### src/hdl/gil_pkg.sv
`timescale 1ns / 1ps
package gil_pkg;

   localparam int MAX_DIM  = 1024;
   localparam int DIM_W    = 11;
   localparam int COORD_W  = 10;
   localparam int IDX_W    = 32;
   localparam int NXY_W    = 21;
   localparam int NXYZ_W   = 31;

   localparam logic       FUNC_FLATTEN = 1'b0;
   localparam logic       FUNC_SPLIT   = 1'b1;
   localparam logic [1:0] COMP_BAD     = 2'd3;

   localparam logic [1:0] CSR_SIZE_X = 2'd0;
   localparam logic [1:0] CSR_SIZE_Y = 2'd1;
   localparam logic [1:0] CSR_SIZE_Z = 2'd2;

   typedef struct packed {
      logic               func;
      logic [COORD_W-1:0] coord_i;
      logic [COORD_W-1:0] coord_j;
      logic [COORD_W-1:0] coord_k;
      logic [1:0]         comp_d;
      logic [IDX_W-1:0]   linear_index;
   } gil_req_type;

   typedef struct packed {
      logic [IDX_W-1:0]   linear_out;
      logic [COORD_W-1:0] out_i;
      logic [COORD_W-1:0] out_j;
      logic [COORD_W-1:0] out_k;
      logic [1:0]         out_d;
      logic               range_error;
   } gil_rsp_type;

   // grid sizes and derived plane / volume sizes
   typedef struct packed {
      logic [DIM_W-1:0]  nx;
      logic [DIM_W-1:0]  ny;
      logic [DIM_W-1:0]  nz;
      logic [NXY_W-1:0]  nxy;
      logic [NXYZ_W-1:0] nxyz;
      logic [IDX_W-1:0]  nxyz2;
      logic [IDX_W:0]    nxyz3;
   } gil_geom_type;

   // classified item between front and back
   typedef struct packed {
      logic               func;
      logic               err;
      logic [COORD_W-1:0] i;
      logic [COORD_W-1:0] j;
      logic [COORD_W-1:0] k;
      logic [1:0]         d;
      logic [IDX_W-1:0]   idx;
   } gil_item_type;

   function automatic logic [DIM_W-1:0] gil_clamp(input logic [DIM_W-1:0] s);
      logic [DIM_W-1:0] lim;
      lim = DIM_W'(MAX_DIM);
      return (s > lim) ? lim : s;
   endfunction

endpackage

### src/hdl/grid_index_linearizer_top.sv
`timescale 1ns / 1ps
// channel  | ports                                  | handshake
// request  | start, busy, req_item                  | taken when start && !busy
// response | rsp_valid, rsp_item                    | one-cycle strobe, no stall
// config   | csr_valid, csr_ready, csr_index, csr_wdata | written when valid && ready
//
// one item per cycle sustained; the path from the accepting edge to rsp_valid is:
// front register, queue slot, stage 0, the 20-stage restoring divider
// (10 bits of k, 10 bits of j) and the output register
// flatten items run through the same pipeline so results keep request order
// synchronous reset sets all sizes to 1; size writes settle through registered nx/ny/nz, nxy, nxyz, nxyz2, nxyz3
// the receiver cannot stall, so the queue drains every cycle and busy stays low
module grid_index_linearizer_top import gil_pkg::*; (
   input  logic             clock,
   input  logic             reset,
   input  logic             start,
   output logic             busy,
   input  gil_req_type      req_item,
   output logic             rsp_valid,
   output gil_rsp_type      rsp_item,
   input  logic             csr_valid,
   output logic             csr_ready,
   input  logic [1:0]       csr_index,
   input  logic [DIM_W-1:0] csr_wdata
);

   gil_geom_type geom;
   logic         f_valid, q_full, q_valid;
   gil_item_type f_item, q_item;

   // front: registers, range check
   gil_front u_front (
      .clock      (clock),
      .reset      (reset),
      .csr_valid  (csr_valid),
      .csr_ready  (csr_ready),
      .csr_index  (csr_index),
      .csr_wdata  (csr_wdata),
      .start      (start && !busy),
      .req_item   (req_item),
      .geom       (geom),
      .item_valid (f_valid),
      .item       (f_item)
   );

   // queue between front and back
   gil_queue u_queue (
      .clock     (clock),
      .reset     (reset),
      .push      (f_valid),
      .push_item (f_item),
      .full      (q_full),
      .pop_valid (q_valid),
      .pop_item  (q_item)
   );

   assign busy = q_full;

   // back: arithmetic pipeline
   gil_back u_back (
      .clock     (clock),
      .reset     (reset),
      .in_valid  (q_valid),
      .in_item   (q_item),
      .geom      (geom),
      .rsp_valid (rsp_valid),
      .rsp_item  (rsp_item)
   );

endmodule

### src/hdl/gil_front.sv
`timescale 1ns / 1ps
module gil_front import gil_pkg::*; (
   input  logic         clock,
   input  logic         reset,
   input  logic         csr_valid,
   output logic         csr_ready,
   input  logic [1:0]   csr_index,
   input  logic [DIM_W-1:0] csr_wdata,
   input  logic         start,
   input  gil_req_type  req_item,
   output gil_geom_type geom,
   output logic         item_valid,
   output gil_item_type item
);

   logic [DIM_W-1:0] size_x_ff, size_y_ff, size_z_ff;
   gil_geom_type     geom_ff;
   logic [21:0]      nxy_full;
   logic [31:0]      nxyz_full;
   logic             valid_ff;
   gil_item_type     item_ff, item_in;

   assign csr_ready = 1'b1;

   // size registers
   always_ff @(posedge clock) begin
      if (reset) begin
         size_x_ff <= DIM_W'(1);
         size_y_ff <= DIM_W'(1);
         size_z_ff <= DIM_W'(1);
      end else if (csr_valid) begin
         case (csr_index)
            CSR_SIZE_X: size_x_ff <= csr_wdata;
            CSR_SIZE_Y: size_y_ff <= csr_wdata;
            CSR_SIZE_Z: size_z_ff <= csr_wdata;
            default: ;
         endcase
      end
   end

   assign nxy_full  = 22'(geom_ff.nx) * 22'(geom_ff.ny);
   assign nxyz_full = 32'(geom_ff.nxy) * 32'(geom_ff.nz);

   // derived sizes settle after a write through registered nx/ny/nz, nxy, nxyz, nxyz2, nxyz3
   always_ff @(posedge clock) begin
      if (reset) begin
         geom_ff.nx    <= DIM_W'(1);
         geom_ff.ny    <= DIM_W'(1);
         geom_ff.nz    <= DIM_W'(1);
         geom_ff.nxy   <= NXY_W'(1);
         geom_ff.nxyz  <= NXYZ_W'(1);
         geom_ff.nxyz2 <= IDX_W'(2);
         geom_ff.nxyz3 <= (IDX_W+1)'(3);
      end else begin
         geom_ff.nx    <= gil_clamp(size_x_ff);
         geom_ff.ny    <= gil_clamp(size_y_ff);
         geom_ff.nz    <= gil_clamp(size_z_ff);
         geom_ff.nxy   <= nxy_full[NXY_W-1:0];
         geom_ff.nxyz  <= nxyz_full[NXYZ_W-1:0];
         geom_ff.nxyz2 <= {geom_ff.nxyz, 1'b0};
         geom_ff.nxyz3 <= {1'b0, geom_ff.nxyz2} + {2'b0, geom_ff.nxyz};
      end
   end

   assign geom = geom_ff;

   // range check
   always_comb begin
      item_in.func = req_item.func;
      item_in.i    = req_item.coord_i;
      item_in.j    = req_item.coord_j;
      item_in.k    = req_item.coord_k;
      item_in.d    = req_item.comp_d;
      item_in.idx  = req_item.linear_index;
      if (req_item.func == FUNC_SPLIT) begin
         item_in.err = (geom_ff.nxyz == '0) ||
                       ({1'b0, req_item.linear_index} >= geom_ff.nxyz3);
      end else begin
         item_in.err = ({1'b0, req_item.coord_i} >= geom_ff.nx) ||
                       ({1'b0, req_item.coord_j} >= geom_ff.ny) ||
                       ({1'b0, req_item.coord_k} >= geom_ff.nz) ||
                       (req_item.comp_d == COMP_BAD);
      end
   end

   always_ff @(posedge clock) begin
      if (reset) begin
         valid_ff <= 1'b0;
      end else begin
         valid_ff <= start;
      end
   end

   always_ff @(posedge clock) begin
      item_ff <= item_in;
   end

   assign item_valid = valid_ff;
   assign item       = item_ff;

endmodule

### src/hdl/gil_queue.sv
`timescale 1ns / 1ps
module gil_queue import gil_pkg::*; (
   input  logic         clock,
   input  logic         reset,
   input  logic         push,
   input  gil_item_type push_item,
   output logic         full,
   output logic         pop_valid,
   output gil_item_type pop_item
);

   gil_item_type mem_ff [0:1];
   logic         wp_ff, rp_ff;
   logic [1:0]   cnt_ff;
   logic         pop;

   // drains one item per cycle whenever non-empty
   assign pop       = (cnt_ff != 2'd0);
   assign pop_valid = pop;
   assign pop_item  = mem_ff[rp_ff];
   assign full      = (cnt_ff == 2'd2);

   always_ff @(posedge clock) begin
      if (reset) begin
         wp_ff  <= 1'b0;
         rp_ff  <= 1'b0;
         cnt_ff <= 2'd0;
      end else begin
         if (push) wp_ff <= ~wp_ff;
         if (pop)  rp_ff <= ~rp_ff;
         cnt_ff <= cnt_ff + 2'(push) - 2'(pop);
      end
   end

   always_ff @(posedge clock) begin
      if (push) begin
         mem_ff[wp_ff] <= push_item;
      end
   end

endmodule

### src/hdl/gil_back.sv
`timescale 1ns / 1ps
module gil_back import gil_pkg::*; (
   input  logic         clock,
   input  logic         reset,
   input  logic         in_valid,
   input  gil_item_type in_item,
   input  gil_geom_type geom,
   output logic         rsp_valid,
   output gil_rsp_type  rsp_item
);

   localparam int STEPS = 2 * COORD_W;

   typedef struct packed {
      logic               func;
      logic               err;
      logic [COORD_W-1:0] i;
      logic [NXY_W-1:0]   pj;
      logic [NXYZ_W-1:0]  pk;
      logic [IDX_W-1:0]   pd;
      logic [1:0]         d;
      logic [NXYZ_W-1:0]  rem;
   } gil_s0_type;

   typedef struct packed {
      logic               func;
      logic               err;
      logic [1:0]         d;
      logic [COORD_W-1:0] k;
      logic [COORD_W-1:0] j;
      logic [NXYZ_W-1:0]  rem;
      logic [IDX_W-1:0]   lin;
   } gil_stage_type;

   gil_s0_type    s0_ff, s0_in;
   gil_stage_type pipe_ff   [1:STEPS];
   gil_stage_type stage_in  [1:STEPS];
   gil_stage_type stage_out [1:STEPS];
   logic [STEPS:0] vld_ff;
   logic [IDX_W-1:0] sub;
   logic          rsp_valid_ff;
   gil_rsp_type   rsp_ff, rsp_in;

   // stage 0: products for flatten, component split for split
   always_comb begin
      s0_in.func = in_item.func;
      s0_in.err  = in_item.err;
      s0_in.i    = in_item.i;
      s0_in.pj   = NXY_W'(in_item.j) * NXY_W'(geom.nx);
      s0_in.pk   = NXYZ_W'(in_item.k) * NXYZ_W'(geom.nxy);
      s0_in.pd   = IDX_W'(in_item.d) * IDX_W'(geom.nxyz);
      if (in_item.idx >= geom.nxyz2) begin
         s0_in.d = 2'd2;
         sub     = geom.nxyz2;
      end else if (in_item.idx >= {1'b0, geom.nxyz}) begin
         s0_in.d = 2'd1;
         sub     = {1'b0, geom.nxyz};
      end else begin
         s0_in.d = 2'd0;
         sub     = '0;
      end
      s0_in.rem = NXYZ_W'(in_item.idx - sub);
   end

   always_ff @(posedge clock) begin
      s0_ff <= s0_in;
   end

   // restoring division, one quotient bit per stage: k bits then j bits
   always_comb begin
      logic [IDX_W-1:0] dv;
      logic [IDX_W-1:0] rx;
      int b;
      stage_in[1].func = s0_ff.func;
      stage_in[1].err  = s0_ff.err;
      stage_in[1].d    = s0_ff.d;
      stage_in[1].k    = '0;
      stage_in[1].j    = '0;
      stage_in[1].rem  = s0_ff.rem;
      stage_in[1].lin  = IDX_W'(s0_ff.i) + IDX_W'(s0_ff.pj) + IDX_W'(s0_ff.pk) + s0_ff.pd;
      for (int s = 2; s <= STEPS; s++) begin
         stage_in[s] = pipe_ff[s-1];
      end
      for (int s = 1; s <= STEPS; s++) begin
         stage_out[s] = stage_in[s];
         rx = IDX_W'(stage_in[s].rem);
         if (s <= COORD_W) begin
            b  = COORD_W - s;
            dv = IDX_W'(geom.nxy) << b;
         end else begin
            b  = STEPS - s;
            dv = IDX_W'(geom.nx) << b;
         end
         if (stage_in[s].func == FUNC_SPLIT && !stage_in[s].err && rx >= dv) begin
            stage_out[s].rem = NXYZ_W'(rx - dv);
            if (s <= COORD_W) stage_out[s].k[b] = 1'b1;
            else              stage_out[s].j[b] = 1'b1;
         end
      end
   end

   always_ff @(posedge clock) begin
      for (int s = 1; s <= STEPS; s++) begin
         pipe_ff[s] <= stage_out[s];
      end
   end

   always_ff @(posedge clock) begin
      if (reset) begin
         vld_ff       <= '0;
         rsp_valid_ff <= 1'b0;
      end else begin
         vld_ff       <= {vld_ff[STEPS-1:0], in_valid};
         rsp_valid_ff <= vld_ff[STEPS];
      end
   end

   // result formatting
   always_comb begin
      rsp_in = '0;
      if (pipe_ff[STEPS].err) begin
         rsp_in.range_error = 1'b1;
      end else if (pipe_ff[STEPS].func == FUNC_SPLIT) begin
         rsp_in.out_i = pipe_ff[STEPS].rem[COORD_W-1:0];
         rsp_in.out_j = pipe_ff[STEPS].j;
         rsp_in.out_k = pipe_ff[STEPS].k;
         rsp_in.out_d = pipe_ff[STEPS].d;
      end else begin
         rsp_in.linear_out = pipe_ff[STEPS].lin;
      end
   end

   always_ff @(posedge clock) begin
      rsp_ff <= rsp_in;
   end

   assign rsp_valid = rsp_valid_ff;
   assign rsp_item  = rsp_ff;

   a_err_zero: assert property (@(posedge clock) disable iff (reset)
      rsp_valid && rsp_item.range_error |->
         rsp_item.linear_out == '0 && rsp_item.out_i == '0 &&
         rsp_item.out_j == '0 && rsp_item.out_k == '0 && rsp_item.out_d == '0)
      else $error("error result carries nonzero fields");

   a_comp_ok: assert property (@(posedge clock) disable iff (reset)
      rsp_valid |-> rsp_item.out_d != COMP_BAD)
      else $error("split produced invalid component");

   a_latency: assert property (@(posedge clock) disable iff (reset)
      rsp_valid |-> $past(vld_ff[STEPS]))
      else $error("result strobe without pipeline item");

endmodule
### config.mk
export PLATFORM = sky130hd
export DESIGN_NAME = grid_index_linearizer_top
export DESIGN_NICKNAME = d
export VERILOG_FILES = /design/src/hdl/gil_pkg.sv /design/src/hdl/grid_index_linearizer_top.sv /design/src/hdl/gil_front.sv /design/src/hdl/gil_queue.sv /design/src/hdl/gil_back.sv
export SDC_FILE = /design/constraint.sdc
export NUM_CORES = 2
export LEC_CHECK = 0
export BUFFER_PORTS_ARGS = -buffer_cell sky130_fd_sc_hd__buf_4
export CORE_ASPECT_RATIO = 2
export CORE_MARGIN = 2
export CORE_UTILIZATION = 52
export CTS_CLUSTER_DIAMETER = 100
export DETAILED_ROUTE_END_ITERATION = 7
export GPL_ROUTABILITY_DRIVEN = 0
export PLACE_DENSITY = 0.77
export SETUP_SLACK_MARGIN = 0.3
export SLEW_MARGIN = 40
export SYNTH_ARGS = -nofsm -noshare
export SYNTH_HDL_FRONTEND = slang
export SYNTH_SLANG_ARGS = --single-unit
### constraint.sdc
create_clock -name clock -period 9.45 [get_ports clock]
set_input_delay 1.89 -clock clock [delete_from_list [all_inputs] [get_ports clock]]
set_output_delay 1.89 -clock clock [all_outputs]
set_load 0.1 [all_outputs]
==> results by group <==
STA
  – Clock Skew: 0.0639 ns
  – Hold Slack: 0.297 ns
  – Final worst-path cycle share: 0.782
  – Setup TNS: 0 ns
  – Fin crit period: 7.39 ns
  – Fmax: 135 MHz
  – Worst Tran Pin Value: 0.971 ns
  – Fin. max-slew vios: 0
  – RSZ-0062 raised after global routing: no
  – Relative slew slack: 0.346
  – Final Hold Viols: 0
  – Final setup fails: 0

Clock network
  – CTS tree: done
  – # Post-CTS Setup Buffers: 0
  – Inserted Clock Buffers: 184
  – H-tree depth: 4
  – Resize count post-CTS: 0
  – Clk sink count: 2130
  – CTS Hold Bufs: 0
  – Clock slew at reported path FFs: 0.07 ns
  – Clock Path Buffers: 4
  – CTS root buffer: clkbuf_16
  – Clk_lat worst skew: 0.86 ns

Floorplanning
  – Die footprint: 0.197 mm2
  – Die X: 315 um
  – Height of the die: 626 um
  – I/O pin cnt: 150
  – Core Box Area: 0.193 mm2
  – Num rows: 228
  – Starting density of the core: 0.523

Detailed routing
  – Initial detailed-routing violation count: 5110
  – Post-route ant nets: 0
  – Drt pass-1 iters: 8
  – Via count: 73300
  – Wire per inst: 21.3 um
  – DRC Markers: 1
  – Vias per Instance: 5.79
  – DRT Wirelength: 270 mm

Status
  – Outcome: finished, violations left
  – Violated checks: design-rule violations

Critical path
  – Max Fanout on Critical Path: 14
  – Top delay family on crit path: adder cells
  – Top cell by count, worst path: fa_1
  – Critical-path top delay cell: dfxtp_1
  – Crit path buffers/inverters: 4
  – Crit start category: register
  – CP Cell Sequence: clkinv_1 -> buf_4 -> nor2_1 -> fa_1 -> inv_1 -> fa_1 -> inv_1 -> fa_1 -> fa_1 -> fa_1 -> ha_1 -> nand4_1 -> nor3_1 -> nor3_1 -> o21a_1 -> o21ai_0 -> a311o_1 -> o31ai_1 -> mux2_2
  – Crit Path Class: reg2reg
  – CP Capture Type: register
  – Max stage delay on crit path: 0.87 ns
  – Worst EP required: 10.17 ns
  – CP arrival: 8.11 ns

Power and ir drop
  – Worst vdd ir: 160 uV
  – Static Leak: 48.5 nW
  – PwrDens: 261 mW/mm2

Flow run
  – Max Cap Viol: 0

Finish
  – Layout filler cell count: 15700
  – Commonest non-fill, non-tap cell in the layout: dfxtp_1
  – Commonest non-fill, non-tap cells in the layout: dfxtp_1 (1984), inv_1 (909), ha_1 (830), nor2_1 (793), nand2_1 (756)
  – Share of cells above drive strength 1: 0.0845
  – Area growth from synthesis to layout: 10.5%
  – Total Nets Final: 11400

GRT
  – Largest net degree at the start of global routing: 93
  – All-Layer GR Usage: 0.272
  – Remaining Overflow, GRT: 0
  – Vias in the first global route: 77600
  – First-pass GRT wire length: 415 mm
  – Initial antenna violation count: 14

Yosys
  – Synthesized flop and latch total: 2130
  – Syn nets: 11200
  – Main synth FF type: dfxtp_1
  – Yosys top cell by area: dfxtp_1
  – FFs w/ async S/R, synth: 0
  – Register area share after synthesis: 0.437
  – Syn_area_per_cell: 10.3 um2
  – Synth Warn #: 0
  – Synth cell types: 93
  – Top post-synthesis cells by area: dfxtp_1 (40%), ha_1 (10%), fa_1 (10%), edfxtp_1 (3.9%), inv_1 (3.4%)
  – Post-Synthesis Cells: 9813
  – Number of synthesized flops with an enable pin: 132
  – Syn Std Cell Area: 0.101 mm2
  – Synth top area share: 0.397

Place
  – Post-DP HPWL: 200 mm
  – # port buffers: 148

Worst hold path
  – HP Class: reg2reg
## power breakdown
part           internal, mW  leakage, nW  switching (mW)
clock                  4.53         3.09            3.40
sequential             11.2         17.8            1.26
combinational          3.69         27.6            4.87
## routing by layer
metal  share of wire  routed length (um)  global-route usage  vias up
li1                -                   -                   -    33400
met1            0.31               84200               0.247    35100
met2            0.50              136000               0.490     3279
met3           0.076               20400              0.0642     1562
met4            0.11               29800               0.257       12
met5         0.00026                  70                   0        -
## registers in the layout, summed over array words and instances, names as in the netlist, 2 cells and up, named ones only
name,flops
u_queue.mem_ff,132
u_front.geom,148
u_back.s0_ff,129
u_front.size_x_ff,11
u_queue.cnt_ff,2
u_back.rsp_item,65
u_back.pipe_ff,1529
u_back.vld_ff,21
u_front.item,66
u_front.size_y_ff,11
u_front.size_z_ff,11
## cells by family after synthesis
| group | after synthesis | synth area share |
|---|---|---|
| xor gates and xnor gates | 608 | 0.0529 |
| and+or+nand+nor | 2717 | 0.130 |
| AOI/OAI and AO/OA | 1580 | 0.102 |
| other | 1 | 0.0000373 |
| DFF | 2130 | 0.437 |
| adders and majority gates | 1345 | 0.206 |
| muxes | 269 | 0.0296 |
| buffers and inverters | 1163 | 0.0435 |
## synthesized netlist by cell type, types with 83 or more instances
| library cell | number |
|---|---|
| nor3_1 | 168 |
| o21ai_0 | 328 |
| a21oi_1 | 428 |
| nand2_1 | 756 |
| and2_1 | 174 |
| xor2_1 | 222 |
| nor2b_1 | 157 |
| edfxtp_1 | 132 |
| inv_1 | 910 |
| o21a_1 | 83 |
| nor4_1 | 89 |
| a21o_1 | 220 |
| fa_1 | 515 |
| ha_1 | 830 |
| nor2_1 | 795 |
| clkbuf_1 | 216 |
| nand2b_1 | 89 |
| mux2_2 | 199 |
| dfxtp_1 | 1998 |
| nand3_1 | 122 |
| xnor2_1 | 386 |
## path summary, 6_finish.rpt
path              slack (ns)                      to                   start  cells after the start
setup / recovery        2.06        u_front.geom[91]       u_front.geom[101]                     19
hold / removal          0.30  u_back.pipe_ff[0][342]  u_back.pipe_ff[0][255]                      0
setup reg to reg        2.06        u_front.geom[91]       u_front.geom[101]                     19
hold reg to reg         0.30  u_back.pipe_ff[0][342]  u_back.pipe_ff[0][255]                      0
## metrics by stage
stage               instances   util  cell area [um2]  setup WS [ns]  total power [mW]
floorplan                9813      -           101000           2.87              18.6
global placement        12300  0.544           105000           2.30              20.5
detailed placement      12300  0.544           105000           2.19              20.9
CTS                     12600  0.577           111000           2.20              28.9
global route            12700  0.577           111000           1.95              30.5
finish                  12700  0.578           111000           2.06              29.0
## cell type report
| cell class | instances | area [um2] | area share |
|---|---|---|---|
| diodes | 13 | 32.5 | 0.000292 |
| clock buffers | 231 | 5100 | 0.0458 |
| clock inverters | 93 | 1240 | 0.0112 |
| inverters | 928 | 3480 | 0.0313 |
| multi-input cells | 6520 | 52500 | 0.472 |
| flip-flops and latches | 2130 | 44000 | 0.395 |
| well taps | 2530 | 3170 | 0.0285 |
| repair buffers | 219 | 1700 | 0.0153 |
No activity file was read; power rests on OpenSTA's default activity.
